`config.mk`:
```
export PLATFORM = sky130hd
export DESIGN_NAME = key_slot_table_first_free_core
export DESIGN_NICKNAME = d
export VERILOG_FILES = /design/src/rtl/kst_pkg.sv /design/src/rtl/kst_cell.sv /design/src/rtl/key_slot_table_first_free_core.sv
export SDC_FILE = /design/constraint.sdc
export NUM_CORES = 1
export LEC_CHECK = 0
export BUFFER_PORTS_ARGS = -buffer_cell sky130_fd_sc_hd__buf_2
export CAP_MARGIN = 30
export CORE_MARGIN = 4
export CORE_UTILIZATION = 55
export CTS_BUF_LIST = sky130_fd_sc_hd__clkbuf_2
export DETAILED_ROUTE_END_ITERATION = 8
export GPL_TIMING_DRIVEN = 0
export PLACE_DENSITY = 0.77
export SYNTH_ARGS = -nofsm -noshare
export SYNTH_HDL_FRONTEND = slang
export SYNTH_SLANG_ARGS = --single-unit
```
`constraint.sdc`:
```
create_clock -name clk_i -period 5.2 [get_ports clk_i]
set_input_delay 1.56 -clock clk_i [delete_from_list [all_inputs] [get_ports clk_i]]
set_output_delay 1.56 -clock clk_i [all_outputs]
set_load 0.01 [all_outputs]
```
`src/rtl/kst_pkg.sv`:
```
// Shared types and constants for the key slot table.
`timescale 1ns / 1ps
`default_nettype none
package kst_pkg;

  localparam int TABLE_DEPTH = 16;
  localparam int IDX_W       = (TABLE_DEPTH > 2) ? $clog2(TABLE_DEPTH) : 1;
  localparam int CNT_W       = $clog2(TABLE_DEPTH + 1);

  typedef enum logic [1:0] {
    REQ_ADD    = 2'd0,
    REQ_GET    = 2'd1,
    REQ_REMOVE = 2'd2
  } req_e;

  typedef enum logic [1:0] {
    ST_OK        = 2'd0,
    ST_NOT_FOUND = 2'd1,
    ST_FULL      = 2'd2
  } status_e;

  typedef struct packed {
    logic [1:0]  req_type;
    logic [15:0] key;
    logic [15:0] event_mask;
  } kst_req_t;

  typedef struct packed {
    logic [1:0]  status;
    logic [3:0]  slot_index;
    logic [15:0] found_mask;
    logic [4:0]  high_water;
  } kst_rsp_t;

  // Request token walking down the cell chain.
  typedef struct packed {
    logic             active;
    logic [1:0]       req;
    logic [15:0]      key;
    logic [15:0]      mask;
    logic             hit;
    logic [IDX_W-1:0] slot;
    logic [15:0]      fmask;
  } kst_tok_t;

endpackage
`default_nettype wire

```
`src/rtl/kst_cell.sv`:
```
// One table slot: stores key, mask and valid, serves the passing token.
`timescale 1ns / 1ps
`default_nettype none
module kst_cell (
  input  wire logic                    clk_i,
  input  wire logic                    rst_ni,
  input  wire logic [kst_pkg::IDX_W-1:0] idx_i,
  input  wire kst_pkg::kst_tok_t       tok_i,
  output kst_pkg::kst_tok_t            tok_o
);

  logic              valid_q, valid_d;
  logic [15:0]       key_q, mask_q;
  logic              wr_en;
  kst_pkg::kst_tok_t tok_q, tok_d;

  always_comb begin
    tok_d   = tok_i;
    valid_d = valid_q;
    wr_en   = 1'b0;
    if (tok_i.active && !tok_i.hit) begin
      case (tok_i.req)
        kst_pkg::REQ_ADD: begin
          if (!valid_q) begin
            wr_en     = 1'b1;
            valid_d   = 1'b1;
            tok_d.hit = 1'b1;
            tok_d.slot = idx_i;
          end
        end
        kst_pkg::REQ_GET: begin
          if (valid_q && key_q == tok_i.key) begin
            tok_d.hit   = 1'b1;
            tok_d.slot  = idx_i;
            tok_d.fmask = mask_q;
          end
        end
        kst_pkg::REQ_REMOVE: begin
          if (valid_q && key_q == tok_i.key) begin
            valid_d    = 1'b0;
            tok_d.hit  = 1'b1;
            tok_d.slot = idx_i;
          end
        end
        default: begin
          tok_d = tok_i;
        end
      endcase
    end
  end

  always_ff @(posedge clk_i or negedge rst_ni) begin
    if (!rst_ni) begin
      valid_q <= 1'b0;
      tok_q   <= '0;
    end else begin
      valid_q <= valid_d;
      tok_q   <= tok_d;
    end
  end

  // Slot payload, meaningful only while valid.
  always_ff @(posedge clk_i) begin
    if (wr_en) begin
      key_q  <= tok_i.key;
      mask_q <= tok_i.mask;
    end
  end

  assign tok_o = tok_q;

endmodule
`default_nettype wire

```
`src/rtl/key_slot_table_first_free_core.sv`:
```
// Top level of the key slot table with first-free allocation.
// Usage:
//   Input channel (in_valid_i / in_stall_o / in_data_i) takes one request:
//   add, get or remove. Output channel (out_valid_o / out_stall_i /
//   out_data_o) returns exactly one response per request.
//   Each request enters a token that walks a chain of TABLE_DEPTH slot cells,
//   one cell per cycle; the lowest cell that can serve it claims it.
//   The token passes from the entry register through each cell register in
//   order, then into the output register that drives the response.
//   Only one request is in flight; the next input transfer can be taken in
//   the cycle after the response transfer.
//   The high-water mark grows when an add claims the slot at the mark.
//   Reset clears all valid marks and the high-water mark; keys and masks
//   are not cleared.
//   A stalled response is held unchanged in the output register, and
//   in_stall_o stays high until it is taken.
`timescale 1ns / 1ps
`default_nettype none
module key_slot_table_first_free_core (
  input  wire logic              clk_i,
  input  wire logic              rst_ni,
  input  wire logic              in_valid_i,
  output logic                   in_stall_o,
  input  wire kst_pkg::kst_req_t in_data_i,
  output logic                   out_valid_o,
  input  wire logic              out_stall_i,
  output kst_pkg::kst_rsp_t      out_data_o
);

  localparam int D = kst_pkg::TABLE_DEPTH;

  logic                      busy_q, busy_d;
  logic                      in_xfer, out_xfer;
  kst_pkg::kst_tok_t         head_q, head_d;
  kst_pkg::kst_tok_t         chain [D+1];
  kst_pkg::kst_tok_t         tail;
  logic [kst_pkg::CNT_W-1:0] used_q, used_d;
  logic                      out_valid_q, out_valid_d;
  kst_pkg::kst_rsp_t         out_q, out_d;
  logic [31:0]               slot_wide, used_wide;

  assign in_stall_o = busy_q;
  assign in_xfer    = in_valid_i && !busy_q;
  assign out_xfer   = out_valid_q && !out_stall_i;

  // Entry register: holds the token, which then moves to cell 0.
  always_comb begin
    head_d        = '0;
    head_d.active = in_xfer;
    head_d.req    = in_data_i.req_type;
    head_d.key    = in_data_i.key;
    head_d.mask   = in_data_i.event_mask;
  end

  assign chain[0] = head_q;

  for (genvar g = 0; g < D; g++) begin : g_cell
    kst_cell u_cell (
      .clk_i (clk_i),
      .rst_ni(rst_ni),
      .idx_i (kst_pkg::IDX_W'(g)),
      .tok_i (chain[g]),
      .tok_o (chain[g+1])
    );
  end

  assign tail = chain[D];

  // Response formation and high-water update when the token leaves the chain.
  always_comb begin
    used_d      = used_q;
    out_d       = out_q;
    out_valid_d = out_valid_q;
    busy_d      = busy_q;
    slot_wide   = 32'(tail.slot);
    used_wide   = 32'(used_q);

    if (out_xfer) begin
      out_valid_d = 1'b0;
      busy_d      = 1'b0;
    end
    if (in_xfer) begin
      busy_d = 1'b1;
    end

    if (tail.active) begin
      if (tail.hit && tail.req == kst_pkg::REQ_ADD &&
          kst_pkg::CNT_W'(tail.slot) == used_q) begin
        used_d = used_q + kst_pkg::CNT_W'(1);
      end
      used_wide   = 32'(used_d);
      out_valid_d = 1'b1;
      if (tail.hit) begin
        out_d.status     = kst_pkg::ST_OK;
        out_d.slot_index = slot_wide[3:0];
        out_d.found_mask = tail.fmask;
      end else begin
        out_d.status     = (tail.req == kst_pkg::REQ_ADD) ? kst_pkg::ST_FULL
                                                          : kst_pkg::ST_NOT_FOUND;
        out_d.slot_index = '0;
        out_d.found_mask = '0;
      end
      out_d.high_water = used_wide[4:0];
    end
  end

  always_ff @(posedge clk_i or negedge rst_ni) begin
    if (!rst_ni) begin
      busy_q      <= 1'b0;
      head_q      <= '0;
      used_q      <= '0;
      out_valid_q <= 1'b0;
    end else begin
      busy_q      <= busy_d;
      head_q      <= head_d;
      used_q      <= used_d;
      out_valid_q <= out_valid_d;
    end
  end

  always_ff @(posedge clk_i) begin
    out_q <= out_d;
  end

  assign out_valid_o = out_valid_q;
  assign out_data_o  = out_q;

endmodule
`default_nettype wire
```
# == Word level (Yosys, flattened, before mapping) ==
# Index checks and enable logic that the tools add are counted.
# totals
register_bits,1461
in_bits,38
out_inout_bits,29
wordCells,519
# op_classes
n_mux,181
add_sub_neg,1
n_eq_ne,65
n_reduce_logical,103
# op_table
op,count
2-to-1 mux 21 bit,31
equality test 16 bit,16
2-to-1 mux 16 bit,16
one-hot mux 5 bit (3 select lines),16
2-to-1 mux 5 bit,33
2-to-1 mux 1 bit,67
2-to-1 mux 56 bit,1
AND reduction 3 bit,16
nonzero test 2 bit,18
logical AND 1 bit,35
logical NOT 2 bit,17
equality test 2 x 1 -> 1 bit (second input constant),16
equality test 2 bit (second input constant),16
inequality test 2 x 1 -> 1 bit (second input constant),16
one-hot mux 1 bit (2 select lines),16
logical NOT 1 bit,17
adder 5 x 1 -> 5 bit (second input constant),1
equality test 4 x 5 -> 1 bit,1
2-to-1 mux 2 bit,1

# == Logic depth before layout (Yosys ltp) ==
# Gate-level depths: netlist (run 1).
# depth
ltp_word,5
mapped_depth,7
ltp_nobuf,6

# == Hierarchy ==
# Synthesis (run 1) repeated with hierarchy kept, for this count alone.
# unflattened
cells_unflattened,2721
hier_area_um2,50553.5
# by_module_without_submodules
module,seq_area_each_um2,area_each_um2,instances,cells_each
kst_cell,2387.3,3012.9,16,162
key_slot_table_first_free_core,1861.8,2347.3,1,129

# == Worst setup path after synthesis (run 1) ==
# Ideal clock, no wire load.
# synth_path
path_type,register to register
from,"register g_cell[12].u_cell.tok_q, in the netlist g_cell[12].u_cell.tok_o[20]"
to,"register g_cell[13].u_cell.tok_q, in the netlist g_cell[13].u_cell.tok_o[17]"
path_buffers,0
path_stages_with_launch,4
required_time_ns,5.080
setup_time_ns,0.120
path_slack_ns,0.736
period_less_slack_ns,4.464
t_arrival_ns,4.344
path_cell_list,dfrtp_1 > nand2b_1 > nor4_1 > and3b_1
# synth_lines
item,line,rtl
start: declaration,kst_cell.sv:15,"kst_pkg::kst_tok_t tok_q, tok_d;"
start signal: assignment,kst_cell.sv:58,tok_q <= tok_d;
end signal: assignment,kst_cell.sv:58,
end: declaration,kst_cell.sv:15,

# == Final worst setup path (run 1) ==
# layout_path
from,register out_valid_q (netlist: out_valid_o)
to,output out_valid_o
# layout_lines
item,line,rtl
start: declaration,key_slot_table_first_free_core.sv:38,"logic out_valid_q, out_valid_d;"
start signal: assignment,key_slot_table_first_free_core.sv:117,out_valid_q <= out_valid_d;
end: declaration,key_slot_table_first_free_core.sv:25,"output logic out_valid_o,"
# No word-level cell between the ends.

==> impl_metrics.tcl, run 1 <==
set metrics [dict create \
    synth_cells 2426 \
    synth-seq-area-share_pct 83.0 \
    hold_viol_final 0 \
    clkSlewWorstSetupHoldPaths_ns 0.12 \
    period_needed_ns 3.46 \
    synthArstFlopShare_pct 62.7 \
    yosysUniqueCellTypes 46 \
    clkLatencyLatePin_ns 1.37 \
    viasPerCell 4.83 \
    wirelength_mm 63.6 \
    fin_hold_ws_ns 0.297 \
    startpoint "out_valid_o" \
    syn_avg_cell_area_um2 19.3 \
    core_area_mm2 0.0841 \
    setup_tns_ns 0 \
    vias 20500 \
    rr_worst_depth 6 \
    power_uw 19500 \
    dp_slack_ns 1.70 \
    dp_cells 3655 \
    drc 0 \
    end_kind "primary output" \
    critPathMaxFanout 3 \
    chipHeight_um 300 \
    skew_ns 0.0820 \
    wl_per_cell_um 15.0 \
    dieArea_mm2 0.0899 \
    vdd_drop_max_uv 217 \
    cts_tree "yes" \
    seq_power_share_pct 63.2 \
    p_comb_share_pct 2.0 \
    synth_area_mm2 0.0469 \
    fin_nets 2892 \
    startpoint_type "register" \
    worstPathArrival_ns 1.90 \
    grt_pass1_wl_mm 111 \
    synth_seq_cells 1446 \
    clock.fmax_mhz 289 \
    synth_warnings 0 \
    ctsLongestPathBuffers 4 \
    p_sw_uw 4390 \
    grt_setup_unrepaired "no" \
    whs_endpoint "chain[950]" \
    synth_fp_nets 2465 \
    grt_pass1_vias 23400 \
    initial_core_util_pct 55.7 \
    synth_edf_count 539 \
    grt_max_degree 128 \
    worst_pin_slew_ns 1.03 \
    yosys.area.top_type "dfrtp_1" \
    maxCapViolCount 0 \
    p_sw_share_pct 22.5 \
    hp-class "input port to register" \
    fill_cells 5892 \
    drv_slew 0 \
    slowest_stage "dfrtp_1" \
    crit_required_ns 3.64 \
    yosys.area.top_type_share_pct 48.4 \
    worst_slack_ns 1.74 \
    ff2ff_setup_slack_ns 2.27 \
    drtAntennaViolNets 0 \
    setup_viol 0 \
    overflow 0 \
    leakagePower_uw 0.0228 \
    ios 67 \
    max-slew-margin-rel_pct 30.7 \
    cpPeakStageDelay_ns 0.41 \
    port_buffers 66 \
    intPower_uw 15100 \
    r2r-end "g_cell[0].u_cell.tok_o[15]" \
    row_count 106 \
    htreeDepth 5 \
    hold_start "in_data_i[33]" \
    fin_cells 4239 \
    whs_path_depth 1 \
    period_share_pct 66.6 \
    path_cells "buf_2" \
    drive_above_1_share_pct 29.8 \
    crit_type "register to primary output" \
    post_cts_buffers 0 \
    antenna_found_initial 2 \
    gp_congestion 0.812 \
    drt-initial-drc-count 873 \
    outcome "complete, no violations" \
    path_depth 1 \
    grt_use_total_pct 15.0 \
    p_per_area_mw_per_mm2 374 \
    synth_area_leaders "dfrtp_1 (48%), edfxtp_1 (35%), mux2_2 (5.3%)" \
    path_buf_inv 1 \
    die_x_um 300 \
    crit_family "flip-flops" \
    dr.pass1.iters 5 \
    dp_hpwl_mm 40.9 \
    synth_ff_type "dfrtp_1" \
    clockRootBuffer "clkbuf_2" \
    pwr-share-clk_pct 34.8 \
    area_delta_synth_final_pct 11.4 \
    cts_inserted_buffers 329 \
    cts.sinks 1446 \
    regToRegStartpoint "chain[939]" \
]
power by group through the flow:
stage / clock, uW / combinational [uW] / sequential, uW
floorplan: 0 / 178 / 12500
global placement: 0 / 349 / 12500
detailed placement: 0 / 404 / 12600
CTS: 7060 / 407 / 12300
global route: 7690 / 452 / 12400
finish: 6790 / 392 / 12300
cells in the final DEF (no fill, tap or decap), drive strengths merged, types with 9 or more instances in the layout:
master  Yosys  final
dfrtp     907    907
clkbuf     12    546
edfxtp    539    539
mux2      242    242
xor2      199    199
buf        19    114
xnor2      82     82
nor4       57     57
nor2       49     49
nand2      39     39
and2       36     36
clkinv      0     36
nand3      35     35
nor3       30     30
nand2b     27     27
or4        20     20
o31ai      18     18
inv        10     17
nand4      16     16
or3        12     12
a21o       11     11
o41ai      10     10
nand3b      9      9
sequential cells by signal (all words and copies together), names as in the netlist:
signal                 count
chain                     35
g_cell.u_cell.key_q      256
g_cell.u_cell.mask_q     256
g_cell.u_cell.tok_o      849
g_cell.u_cell.valid_q     16
in_stall_o                 1
out_data_o                27
out_valid_o                1
used_q                     5
layer usage:
layer | part of all wire [%] | vias to the layer above | global-route usage, %
met3 | 3.9 | 151 | 3.70
li1 | - | 9723 | -
met1 | 39 | 10200 | 17.0
met4 | 3.0 | 0 | 8.00
met5 | 0 | - | 0
met2 | 54 | 420 | 26.3
timing repair:
item	4_1_cts	5_1_grt
resized for setup	0	0
hold endpoints to repair	47	0
hold buffers	1	0
cell type report:
| type | count | area [um2] | area share [%] |
|---|---|---|---|
| clock inverters | 48 | 298 | 0.571 |
| repair buffers | 96 | 852 | 1.63 |
| well taps | 1134 | 1420 | 2.72 |
| diodes | 1 | 2.50 | 0.00480 |
| inverters | 10 | 37.5 | 0.0719 |
| flip-flops and latches | 1446 | 38900 | 74.5 |
| clock buffers | 534 | 2670 | 5.12 |
| multi-input cells | 939 | 7850 | 15.0 |
| plain buffers | 31 | 173 | 0.331 |
cell families (layout without fill, tap and decap cells):
| kind of cell | after synthesis | count (layout) | synth area share (%) |
|---|---|---|---|
| simple gates | 362 | 362 | 4.42 |
| xor+xnor | 281 | 281 | 5.25 |
| flops | 1446 | 1446 | 83.0 |
| compound gates | 53 | 53 | 0.908 |
| fa+ha+maj | 1 | 1 | 0.0267 |
| mux | 242 | 242 | 5.98 |
| other cells | 0 | 1 | 0 |
| buf+inv | 41 | 719 | 0.449 |
worst max path at each step:
stage | to | slack (ns)
after global placement | g_cell[14].u_cell.tok_o[40] | -15.22
after detailed placement | g_cell[13].u_cell.tok_o[40] | 1.70
final | out_valid_o | 1.74
after floorplan | g_cell[13].u_cell.tok_o[17] | 0.74
after CTS | out_data_o[12] | 1.51
after global routing | out_data_o[11] | 1.53
cells in the mapped netlist (4+ instances only):
| cell type | number |
|---|---|
| dfrtp_1 | 907 |
| edfxtp_1 | 539 |
| mux2_2 | 222 |
| xor2_1 | 199 |
| xnor2_1 | 82 |
| nor4_1 | 55 |
| nor2_1 | 49 |
| nand2_1 | 39 |
| and2_1 | 36 |
| nand3_1 | 35 |
| nor3_1 | 30 |
| nand2b_1 | 27 |
| mux2_4 | 20 |
| or4_1 | 19 |
| o31ai_1 | 18 |
| nand4_1 | 15 |
| buf_2 | 14 |
| clkbuf_1 | 12 |
| or3_1 | 12 |
| a21o_1 | 11 |
| inv_1 | 10 |
| o41ai_1 | 10 |
| nand3b_1 | 9 |
| and3_1 | 7 |
| nor3b_1 | 7 |
| a211o_1 | 5 |
| and3b_1 | 5 |
| nand4b_1 | 5 |
| or2_2 | 4 |
metrics by stage:
step / cell area [um2] / util, %
finish: 52200 / 62.1
floorplan: 46900 / -
CTS: 52200 / 62.1
global placement: 48600 / 57.8
global route: 52200 / 62.1
detailed placement: 49200 / 58.5
(Power assumes the default switching activity.)
==> run 2: changes to the inputs <==
- clock period: 5.2 -> 3.3 ns (I/O delays scaled with it)
==> run 2 against run 1 <==
  * Global-route usage grew 0.20 points
  * Cell count grew 1.2%
  * Flip-flop and latch count is the same
  * Clock power grew 59%
  * Total power grew 58%
  * Combinational power grew 67%
  * Clock skew grew 0.013 ns
  * Sequential share of layout area shrank 0.64 points
  * Clock-buffer cell count grew 6
  * Critical endpoint is now out_data_o[13]
==> impl_metrics.tcl, run 2 (same netlist as run 1, synthesis figures left out) <==
set metrics [dict create \
    r2r-end "g_cell[0].u_cell.tok_o[13]" \
    vdd_drop_max_uv 436 \
    period_needed_ns 2.96 \
    gp_congestion 0.792 \
    outcome "complete, no violations" \
    rr_worst_depth 6 \
    fill_cells 5778 \
    post_cts_resized 0 \
    cts.sinks 1446 \
    dr.pass1.iters 4 \
    whs_endpoint "chain[941]" \
    row_count 106 \
    ff_latch_area_mm2 0.0389 \
    chipHeight_um 300 \
    final_common_cell "dfrtp_1" \
    hold_start "in_data_i[24]" \
    largest_reg_flops 849 \
    final_cell_mix "dfrtp_1 (907), clkbuf_2 (540), edfxtp_1 (539)" \
    ctsLongestPathBuffers 4 \
    drt-initial-drc-count 938 \
    met3_length_mm 2.43 \
    slowest_stage "edfxtp_1" \
    antenna_found_initial 3 \
    wirelength_met1_mm 25.0 \
    period_share_pct 89.7 \
    dp_hpwl_mm 40.8 \
    wirelength_mm 64.1 \
    path_buf_inv 1 \
    cts_tree "yes" \
    end_kind "primary output" \
    route.top_layer_used "met4" \
    wl_met2_mm 34.7 \
    critPathMaxFanout 1 \
    initial_core_util_pct 55.7 \
    drive_above_1_share_pct 29.3 \
    cpPeakStageDelay_ns 0.40 \
    max-slew-margin-rel_pct 35.7 \
    drv_slew 0 \
    skew_ns 0.0953 \
    area_delta_synth_final_pct 12.3 \
    grt_use_total_pct 15.2 \
    drc 0 \
    maxCapViolCount 0 \
    wl_per_cell_um 14.9 \
    port_buffers 66 \
    core_area_mm2 0.0841 \
    multi_input_area_mm2 0.00788 \
    hp-class "input port to register" \
    clkSlewWorstSetupHoldPaths_ns 0.10 \
    dieArea_mm2 0.0899 \
    p_per_area_mw_per_mm2 586 \
    vias 20700 \
    crit_family "flip-flops" \
    dp_cells 3648 \
    worstPathArrival_ns 1.97 \
    fin_cells 4289 \
    hold_viol_final 0 \
    overflow 0 \
    crit_required_ns 2.31 \
    grt_setup_unrepaired "no" \
    ff2ff_setup_slack_ns 0.44 \
    setup_tns_ns 0 \
    regToRegStartpoint "chain[939]" \
    clockRootBuffer "clkbuf_2" \
    clock.fmax_mhz 338 \
    leakagePower_uw 0.0229 \
    clkLatencyLatePin_ns 1.43 \
    ios 67 \
    cts_inserted_buffers 334 \
    path_cells "buf_2" \
    htreeDepth 5 \
    fin_nets 2927 \
    grt_pass1_wl_mm 112 \
    crit_type "register to primary output" \
    setup_viol 0 \
    startpoint_type "register" \
    drtAntennaViolNets 0 \
    viasPerCell 4.82 \
    grt_pass1_vias 23600 \
    whs_path_depth 2 \
    worst_pin_slew_ns 0.963 \
    die_x_um 300 \
    grt_max_degree 133 \
]
## run 2: cell count changes in the layout (fill, tap and decap cells not counted), moves of 2 or more
cell / previous run / this run
clkbuf_2: 534 / 540
nor4_4: 1 / 5
buf_8: 1 / 6
diode_2: 1 / 6
buf_6: 4 / 6
dlygate4sd3_1: 1 / 37
nor4_2: 5 / 1
clkinv_1: 32 / 44
buf_4: 14 / 0
clkinv_2: 3 / 0
inv_2: 7 / 10
## run 2: how the worst max path moves through the flow
stage	from	to	slack [ns]	cells after the start
floorplan	g_cell[12].u_cell.tok_o[20]	g_cell[13].u_cell.tok_o[17]	0.34	3
global placement	rst_ni	g_cell[13].u_cell.tok_o[40]	-16.63	1
detailed placement	rst_ni	g_cell[13].u_cell.tok_o[44]	0.22	4
CTS	out_data_o[13]	out_data_o[13]	0.1	1
global route	out_data_o[13]	out_data_o[13]	0.11	1
finish	out_data_o[13]	out_data_o[13]	0.34	1
## run 2: cell type report
type / count / share of cell area, %
flip-flops and latches: 1446 / 73.9
multi-input cells: 939 / 15.0
clock buffers: 540 / 5.13
well taps: 1134 / 2.70
repair buffers: 126 / 2.34
clock inverters: 57 / 0.556
plain buffers: 31 / 0.328
inverters: 10 / 0.0713
diodes: 6 / 0.0285
## run 2: metrics by stage
stage / cell area (um2) / util [%] / power [uW] / hold slack, ns / worst slack [ns]
after floorplan: 46900 / - / 20000 / 0.349 / 0.344
after global placement: 48600 / 57.8 / 20300 / 0.353 / -16.63
after detailed placement: 49200 / 58.5 / 20500 / 0.358 / 0.224
after CTS: 52600 / 62.5 / 31300 / 0.00151 / 0.0963
after global routing: 52600 / 62.6 / 32400 / 0.0415 / 0.113
final: 52600 / 62.6 / 30800 / 0.197 / 0.339
## run 2: per-layer routing
| metal | global-route usage (%) | up-vias |
|---|---|---|
| met5 | 0 | - |
| met4 | 7.96 | 0 |
| met3 | 3.81 | 167 |
| met2 | 26.8 | 430 |
| met1 | 17.2 | 10300 |
| li1 | - | 9805 |
## run 2: report_power, final
part | switching (uW) | leakage (uW) | internal (uW)
registers | 350 | 0.0162 | 19100
clock network | 6270 | 0.00240 | 4490
logic | 401 | 0.00430 | 252
## run 2: timing repair
item / CTS / global route
endpoints found under the hold margin: 137 / 0
buffers inserted: 0 / 0
hold buffers: 37 / 0
==> run 3: changes to the inputs <==
- ABC_AREA: unset -> 1
- PLACE_DENSITY: 0.77 -> 0.73
==> run 3 against run 2 <==
  * Clock power grew 5%
  * Critical endpoint is now in_stall_o
  * Largest cell class unchanged
  * Critical path type unchanged
  * Clock skew grew 0.034 ns
  * First-iteration DRC count increased by 52%
  * Highest routed layer unchanged
==> impl_metrics.tcl, run 3 <==
set metrics [dict create \
    outcome "complete, no violations" \
    antenna_found_initial 2 \
    overflow 0 \
    cts_inserted_buffers 350 \
    worst_pin_slew_ns 0.967 \
    fin_nets 4916 \
    hold_viol_final 0 \
    postLayoutCoreUtil_pct 62.2 \
    synth_area_mm2 0.0518 \
    maxCapViolCount 0 \
    drt-initial-drc-count 1426 \
    clockRootBuffer "clkbuf_2" \
    end_kind "primary output" \
    final_area_mm2 0.0581 \
    row_count 112 \
    crit_type "register to primary output" \
    path_buf_inv 1 \
    ios 67 \
    period_share_pct 90.1 \
    clkLatencyLatePin_ns 1.46 \
    placed_cell_area_mm2 0.0543 \
    cts_tree "yes" \
    final_common_cell "nand2_1" \
    area_delta_synth_final_pct 12.2 \
    synth_seq_cells 1446 \
    clock.fmax_mhz 336 \
    worstPathArrival_ns 1.98 \
    slowest_stage "dfrtp_1" \
    critPathMaxFanout 3 \
    setup_tns_ns 0 \
    initial_core_util_pct 55.5 \
    synthArstFlopShare_pct 62.7 \
    dieArea_mm2 0.0992 \
    largest_reg_flops 849 \
    leakagePower_uw 0.0286 \
    vdd_drop_max_uv 396 \
    path_cells "buf_2" \
    chipHeight_um 315 \
    cpPeakStageDelay_ns 0.40 \
    drive_above_1_share_pct 15.1 \
    grt_pass1_vias 32400 \
    grt_setup_unrepaired "no" \
    max-slew-margin-rel_pct 35.4 \
    path_depth 1 \
    yosysUniqueCellTypes 50 \
    dr.pass1.iters 5 \
    synth_edf_count 539 \
    drc 0 \
    hp-class "input port to register" \
    synth-seq-area-share_pct 75.0 \
    p_per_area_mw_per_mm2 576 \
    drv_slew 0 \
    dp_hpwl_mm 59.6 \
    synth_area_leaders "dfrtp_1 (44%), edfxtp_1 (31%), nand2_1 (9.3%)" \
    grt_pass1_wl_mm 147 \
    yosys.area.top_type_share_pct 43.8 \
    synth_warnings 0 \
    htreeDepth 5 \
    clkSlewWorstSetupHoldPaths_ns 0.13 \
    grt_max_degree 125 \
    wirelength_mm 87.1 \
    gp_congestion 0.904 \
    final_cell_mix "nand2_1 (1,279), dfrtp_1 (907), inv_1 (649)" \
    skew_ns 0.130 \
    synth_fp_nets 4417 \
    yosysMostFrequentCell "nand2_1" \
    vias 30200 \
    yosys.area.top_type "dfrtp_1" \
    synth_commonest_cells "nand2_1 (1,279), dfrtp_1 (907), inv_1 (649)" \
    crit_family "flip-flops" \
    die_x_um 315 \
    synth_ff_type "dfrtp_1" \
    whs_path_depth 2 \
    period_needed_ns 2.97 \
    syn_avg_cell_area_um2 11.8 \
    wl_per_cell_um 13.6 \
    setup_viol 0 \
    power_uw 33500 \
    viasPerCell 4.71 \
    core_area_mm2 0.0935 \
    rr_worst_depth 11 \
    ctsLongestPathBuffers 4 \
    startpoint_type "register" \
    drtAntennaViolNets 0 \
    cts.sinks 1446 \
    port_buffers 66 \
    synth_cells 4378 \
    crit_required_ns 2.31 \
    grt_use_total_pct 18.2 \
]
[run 3: path summary, 6_finish.rpt]
check | from | to | slack (ns)
max | in_stall_o | in_stall_o | 0.33
min | in_data_i[33] | chain[950] | 0.18
max reg2reg | g_cell[7].u_cell.tok_o[48] | g_cell[8].u_cell.tok_o[8] | 1.18
min reg2reg | g_cell[5].u_cell.tok_o[41] | g_cell[6].u_cell.tok_o[41] | 0.31
max in group asynchronous | rst_ni | g_cell[11].u_cell.tok_o[16] | 0.42
min in group asynchronous | rst_ni | g_cell[1].u_cell.tok_o[11] | 0.21
[run 3: final cells by class]
cell class,count,area (um2)
Sequential cell,1446,38900
Timing Repair Buffer,147,1450
Clock inverter,70,410
Multi-Input combinational cell,2213,10300
Fill cell,7217,35300
Clock buffer,551,2760
Buffer,65,325
Antenna cell,4,10.0
Tap cell,1254,1570
Inverter,654,2450
[run 3: metal layers]
metal	routed length, um	track usage, %	share of wire, %	vias to the layer above
met5	0	0	0	-
met4	3580	9.83	4.1	0
met3	2790	3.73	3.2	255
met2	49800	35.5	57	601
met1	31000	17.9	36	14100
li1	-	-	-	15200
[run 3: report_power, final]
| part | switching [uW] | internal (uW) | total [uW] |
|---|---|---|---|
| Clock | 6520 | 4760 | 11300 |
| Sequential | 615 | 19600 | 20200 |
| Combinational | 1340 | 649 | 1990 |
| Total | 8480 | 25000 | 33500 |
[run 3: kinds of logic after synthesis]
family | Yosys count | synth area share [%]
simple gates | 2035 | 17.2
flops | 1446 | 75.0
buf+inv | 719 | 5.36
compound gates | 101 | 1.08
xor+xnor | 76 | 1.28
fa+ha+maj | 1 | 0.0241
[run 3: per-stage QoR]
step / cells / hold slack [ns] / setup slack (ns)
after floorplan: 4378 / 0.349 / 0.0264
after CTS: 6393 / -0.585 / 0.0939
final: 6404 / 0.184 / 0.326
after detailed placement: 5715 / 0.357 / -1.27
after global routing: 6404 / 0.0317 / 0.0429
after global placement: 5698 / 0.352 / -17.56
[run 3: worst reg2reg max path: cells and delay by family, from the launching register on]
kind                   cells  cell delay [ns]
AO/OA/AOI/OAI              1             0.10
buffers and inverters      2             0.36
flip-flops                 1             0.43
AND/OR/NAND/NOR            8             1.12
[run 3: timing repair]
| item | in CTS | in global routing |
|---|---|---|
| gates resized for setup | 0 | 1 |
| endpoints found under the setup margin | 0 | 54 |
| hold endpoints to repair | 155 | 123 |
| buffers inserted | 0 | 0 |
| hold buffers | 57 | 7 |
